--- src/pnr_pkg.sv ---
package pnr_pkg;

   // fixed-point format of coordinates, pixels and residuals
   localparam int FRAC_BITS = 16;
   localparam int XW        = 32;   // width of every item field
   localparam int CFG_W     = 31;   // width of every control register
   localparam int UW        = 36;   // width of 2*(q x P)
   localparam int CW        = 40;   // width of camera-frame coordinates

   // divider geometry
   localparam int QUO_BITS  = 33;
   localparam int NUM_W     = CW + FRAC_BITS;
   localparam int CMP_W     = CW + QUO_BITS;
   localparam int DIV_LAT   = QUO_BITS + 2;

   // skid queue between front and back
   localparam int QUEUE_DEPTH = 4;
   localparam int QPTR_W      = $clog2(QUEUE_DEPTH);
   localparam int QCNT_W      = $clog2(QUEUE_DEPTH + 1);

   // control register indexes
   localparam int CSR_IDX_W = 3;
   localparam logic [CSR_IDX_W-1:0] CSR_FOCAL_X   = 3'd0;
   localparam logic [CSR_IDX_W-1:0] CSR_FOCAL_Y   = 3'd1;
   localparam logic [CSR_IDX_W-1:0] CSR_CENTER_X  = 3'd2;
   localparam logic [CSR_IDX_W-1:0] CSR_CENTER_Y  = 3'd3;
   localparam logic [CSR_IDX_W-1:0] CSR_MIN_DEPTH = 3'd4;
   localparam logic [CSR_IDX_W-1:0] CSR_PENALTY   = 3'd5;

   typedef struct packed {
      logic [CFG_W-1:0] focal_x;
      logic [CFG_W-1:0] focal_y;
      logic [CFG_W-1:0] center_x;
      logic [CFG_W-1:0] center_y;
      logic [CFG_W-1:0] min_depth;
      logic [CFG_W-1:0] penalty;
   } pnr_cfg_type;

   // one classified point on its way from front to back
   typedef struct packed {
      logic signed [CW-1:0] cam_x;
      logic signed [CW-1:0] cam_y;
      logic signed [CW-1:0] cam_z;
      logic                 behind;
      logic signed [XW-1:0] seen_u;
      logic signed [XW-1:0] seen_v;
   } pnr_point_type;

   typedef struct packed {
      logic full;
      logic empty;
   } pnr_qstat_type;

endpackage

--- src/pnr_queue.sv ---
module pnr_queue import pnr_pkg::*; (
   input  logic          clock,
   input  logic          reset,
   input  logic          push,
   input  pnr_point_type push_data,
   input  logic          pop,
   output pnr_point_type head,
   output pnr_qstat_type q_stat
);

   pnr_point_type     mem [QUEUE_DEPTH];
   logic [QPTR_W-1:0] wr_ptr_ff, rd_ptr_ff;
   logic [QCNT_W-1:0] cnt_ff;

   assign head         = mem[rd_ptr_ff];
   assign q_stat.full  = cnt_ff == QCNT_W'(QUEUE_DEPTH);
   assign q_stat.empty = cnt_ff == '0;

   // write entry
   always_ff @(posedge clock) begin
      if (push) mem[wr_ptr_ff] <= push_data;
   end

   // move pointers and count
   always_ff @(posedge clock) begin
      if (reset) begin
         wr_ptr_ff <= '0;
         rd_ptr_ff <= '0;
         cnt_ff    <= '0;
      end else begin
         if (push) wr_ptr_ff <= wr_ptr_ff + 1'b1;
         if (pop) rd_ptr_ff <= rd_ptr_ff + 1'b1;
         if (push && !pop) cnt_ff <= cnt_ff + 1'b1;
         else if (pop && !push) cnt_ff <= cnt_ff - 1'b1;
      end
   end

endmodule

--- config.mk ---
export PLATFORM = sky130hd
export DESIGN_NAME = pnr_queue
export DESIGN_NICKNAME = d
export VERILOG_FILES = /design/src/pnr_pkg.sv /design/src/pnr_queue.sv
export SDC_FILE = /design/constraint.sdc
export NUM_CORES = 1
export LEC_CHECK = 0
export ABC_CLOCK_PERIOD_IN_PS = 9730
export BUFFER_PORTS_ARGS = -buffer_cell sky130_fd_sc_hd__buf_2
export CAP_MARGIN = 10
export CELL_PAD_IN_SITES_DETAIL_PLACEMENT = 1
export CELL_PAD_IN_SITES_GLOBAL_PLACEMENT = 1
export CORE_MARGIN = 2
export CORE_UTILIZATION = 34
export DETAILED_ROUTE_END_ITERATION = 6
export PLACE_DENSITY = 0.61
export SLEW_MARGIN = 20
export SYNTH_ARGS = -nofsm -noshare
export SYNTH_HDL_FRONTEND = slang
export SYNTH_SLANG_ARGS = --single-unit
export TNS_END_PERCENT = 1
--- constraint.sdc ---
create_clock -name clock -period 9.73 [get_ports clock]
set_input_delay 0.973 -clock clock [delete_from_list [all_inputs] [get_ports clock]]
set_output_delay 0.973 -clock clock [all_outputs]
set_load 0.005 [all_outputs]
# ---- Yosys cells after proc, flatten, opt, wreduce, memory -nomap -nowiden
# Memories as Yosys holds them, arrays and structs flattened. A register that Yosys moved wholly into a read port is not among the register bits.
# Index checks and enable logic that the tools add are counted.
# W data, S select, Z words.
dict set report totals {
  n_memories 1
  latchBits 0
  mem_bits_rw 740
  in_bits 189
  romBits 0
  wordCells 21
  ff_bits 7
  out_inout_bits 187
}
dict set report classes {
  n_mux 6
  shift 0
  n_mul 0
  eq_ne 1
  bitwise_logic 0
  add_sub_neg 4
  reduce_logical 6
  magnitude_cmp 0
  div_mod_pow 0
}
# memory depth word_bits read_ports rd_ports_with_merged_regs write_ports line_no
set memory_table {}
lappend memory_table {mem 4 185 1 1 1 pnr_queue.sv:11} ;# pnr_point_type mem [QUEUE_DEPTH];
# op n
set ops {}
lappend ops {{$mux W3} 2}
lappend ops {{$add A2 B1 Y2 const B} 2}
lappend ops {{$mux W2} 2}
lappend ops {{$add A3 B1 Y3 const B} 1}
lappend ops {{$eq A3 B3 Y1 const B} 1}
lappend ops {{$logic_not A3 Y1} 1}
lappend ops {{$sub A3 B1 Y3 const B} 1}
lappend ops {{$logic_and A1 B1 Y1} 2}
lappend ops {{$logic_not A1 Y1} 2}
lappend ops {{$mux W1} 2}
lappend ops {{$reduce_bool A2 Y1} 1}

# ---- Depth between registers and ports, before layout
dict set report depth {
  depth_word 4
  mapped_depth 7
}

# ---- Worst setup path after synthesis
# Ideal clock, no wire load.
dict set report synth_path {
  path_type {input -> register}
  startpoint {input push}
  endpoint {memory mem[0][0] (netlist bit) (enable)}
  path_slack_ps 3987
  stages 1
  required_time_ps 9163
  t_arrival_ps 5176
  n_path_buf 0
  path_cell_list {and2_1}
}
dict set report synth_between {
  elab_chain_cells 2
}
# item line_no
set synth_lines {}
lappend synth_lines {{start, declared} pnr_queue.sv:4} ;# input logic push,
lappend synth_lines {{$mux W1} pnr_queue.sv:21} ;# if (push) mem[wr_ptr_ff] <= push_data;
lappend synth_lines {{$mux W1 (implied by the code)} pnr_queue.sv:21}
lappend synth_lines {{end, declared} pnr_queue.sv:11}
# Every way passes these cells.

==> metrics.md <==
| Metric | Value |
|---|---|
| Setup violators final | `0` |
| Initial core utilization | `34.3%` |
| Worst-case clock buffer depth | `3` |
| Mean post-synth cell area | `26.8 sq um` |
| Sw Pwr | `1.61 mW` |
| Startpoint Class | `flop` |
| Seq pwr share | `51.1%` |
| Syn Inst Count | `1011` |
| Worst-Margin Slew | `1.05 ns` |
| VDD IR-drop max | `0.000144 V` |
| Num CTS Buffers | `83` |
| Pint | `5.74 mW` |
| Initial antenna violation count | `19` |
| Switching Fraction | `21.9%` |
| Initial DRC count | `614` |
| Total GRT Usage | `13.9%` |
| Clock network fraction of total power | `40.5%` |
| Die height | `287 microns` |
| Largest net degree at the start of global routing | `96` |
| Pwr Density | `224 mW/mm^2` |
| Commonest non-fill, non-tap cell in the layout | `edfxtp_1` |
| DIE AREA | `0.0821 sq mm` |
| #FFs+latches synth | `749` |
| Worst Skew | `0.0128 ns` |
| Tmin final | `4.40 ns` |
| Area contributors post-synth | `edfxtp_1 82%, mux4_2 15%, buf_6 0.75%, dfxtp_1 0.66%, buf_2 0.37%` |
| Sequential share of the synthesized area | `82.6%` |
| # H-tree levels | `3` |
| Die X | `287 microns` |
| Synthesized area | `0.0271 sq mm` |
| Hpwl dp | `35.0 mm` |
| Worst r2r src | `wr_ptr_ff[0]$_SDFFE_PP0P_` |
| Hold Buf Count CTS | `0` |
| Clk sinks | `749` |
| RSZ-0062 raised after global routing | `false` |
| Crit path capture type | `output pin` |
| Vias in the first global route | `13405` |
| Slew HR | `30.0%` |
| Max Cap Violations | `0` |
| Area growth syn-to-layout | `20.7%` |
| First-pass GRT wire length | `85.4 mm` |
| Clock Pin Slew Worst Setup and Hold Paths | `0.05 ns` |
| Status | `finished, final reports clean` |
| Slew Limit Fails | `0` |
| RD Place Congestion | `0.700` |
| Layout cells sized above 1 | `46.2%` |
| FP Rows | `103` |
| CTS tree | `done` |
| Fin. Hold Viols | `0` |
| Worst hold path class | `flop to flop` |
| Remaining Overflow, GRT | `0` |
| Post-route ant nets | `0` |
| Fmax | `227 MHz` |
| Finished Core Util | `41.5%` |
| Final wirelength | `57.4 mm` |
| Routed vias/inst | `4.76` |
| WP data required | `8.76 ns` |
| Synthesized net count | `1206` |
| WL/cell | `22.4 microns` |
| Yosys top cell by area | `edfxtp_1` |
| Cell leakage power | `10.9 nW` |
| Routed vias | `12170` |
| Postcts setup bufs | `0` |
| Logic pwr share | `8.4%` |
| Worst Hold Launch | `cnt_ff[2]$_SDFFE_PP0P_` |
| CORE AREA | `0.0790 sq mm` |
| # DRC | `0` |
| Io pins | `376` |
| Yosys warns | `0` |
| First-pass DRT Iterations | `4` |
| Unique cell type count in the Yosys netlist | `20` |
| Crit path DAT | `3.43 ns` |
| PostCTS Resize Cnt | `0` |
| Clk_lat worst skew | `0.62 ns` |
| CP max FO | `64` |
| Port Buf Inserts | `375` |
| Setup CP Type | `flop to output pin` |
| Fin Setup TNS | `0 ns` |
| CTS root buffer | `clkbuf_16` |
| Commonest non-fill, non-tap cells in the layout | `740 x edfxtp_1, 375 x buf_2, 185 x mux4_2` |
| Final period utilization | `45.2%` |
| Post-layout net count | `1641` |
| Synth top area share | `81.9%` |
registers in the layout, summed over array words and instances (netlist names), named ones only:
signal     cells
cnt_ff         3
wr_ptr_ff      2
mem          740
rd_ptr_ff      2
routing by layer:
layer,vias to the layer above,track usage (%),share of wire (%)
li1,5270,-,-
met1,6448,17.6,40
met5,-,0,0.30
met4,30,4.52,2.0
met2,308,22.9,50
met3,114,4.44,7.1
power by group through the flow:
stage,clock network (mW),logic (mW),registers (mW)
final,2.97,0.616,3.75
after global routing,3.19,0.676,3.77
after CTS,3.07,0.642,3.76
after detailed placement,0,0.640,3.82
after global placement,0,0.633,3.81
after floorplan,0,0.353,3.83
cells by family after synthesis:
family	synth area share [%]
DFF	82.6
muxes	15.4
buffers and inverters	1.24
and+or+nand+nor	0.272
adders and majority gates	0.304
xor gates and xnor gates	0.161
AOI/OAI and AO/OA	0.0369
per-stage QoR:
step	area (sq um)	worst slack [ns]	instances	power (mW)	hold slack, ns
2_1_floorplan	27100	3.99	1011	4.18	0.466
3_3_place_gp	30200	5.88	2411	4.45	0.482
3_5_place_dp	30200	5.90	2411	4.46	0.494
4_1_cts	32700	5.20	2556	7.47	0.503
5_1_grt	32800	5.10	2558	7.63	0.521
6_report	32800	5.33	2559	7.34	0.504
Yosys cell counts, drive strengths merged:
master,count
and2,4
ha,5
o21ai,1
buf,38
mux2i,2
nor3,1
fa,1
nor2,7
edfxtp,740
mux4,185
or3,1
clkbuf,5
dfxtp,9
a21oi,1
inv,4
nor3b,1
xnor2,2
nand2,1
xor2,3
final cells by class:
class	instances	area [sq um]
inverter	4	15.0
fill	7455	46200
clock buffer	96	2130
sequential	749	22400
tap	1050	1310
multi-input combinational	215	4410
clock inverter	49	454
timing repair buffer	393	2020
antenna	3	7.51
worst max-delay path, stage by stage (launching register included):
cell	delay, ns
dfxtp_4	0.62
buf_4	0.60
buf_4	0.86
mux4_2	0.43
buf_2	0.15
worst paths after layout:
check,to,slack (ns),depth (start not counted)
setup / recovery,head[42],5.33,4
hold / removal,cnt_ff[2]$_SDFFE_PP0P_,0.50,2
setup reg to reg,mem[3][165]$_DFFE_PP_,6.63,4
hold reg to reg,cnt_ff[2]$_SDFFE_PP0P_,0.50,2
Note: power is estimated with default switching activity, not from simulation.
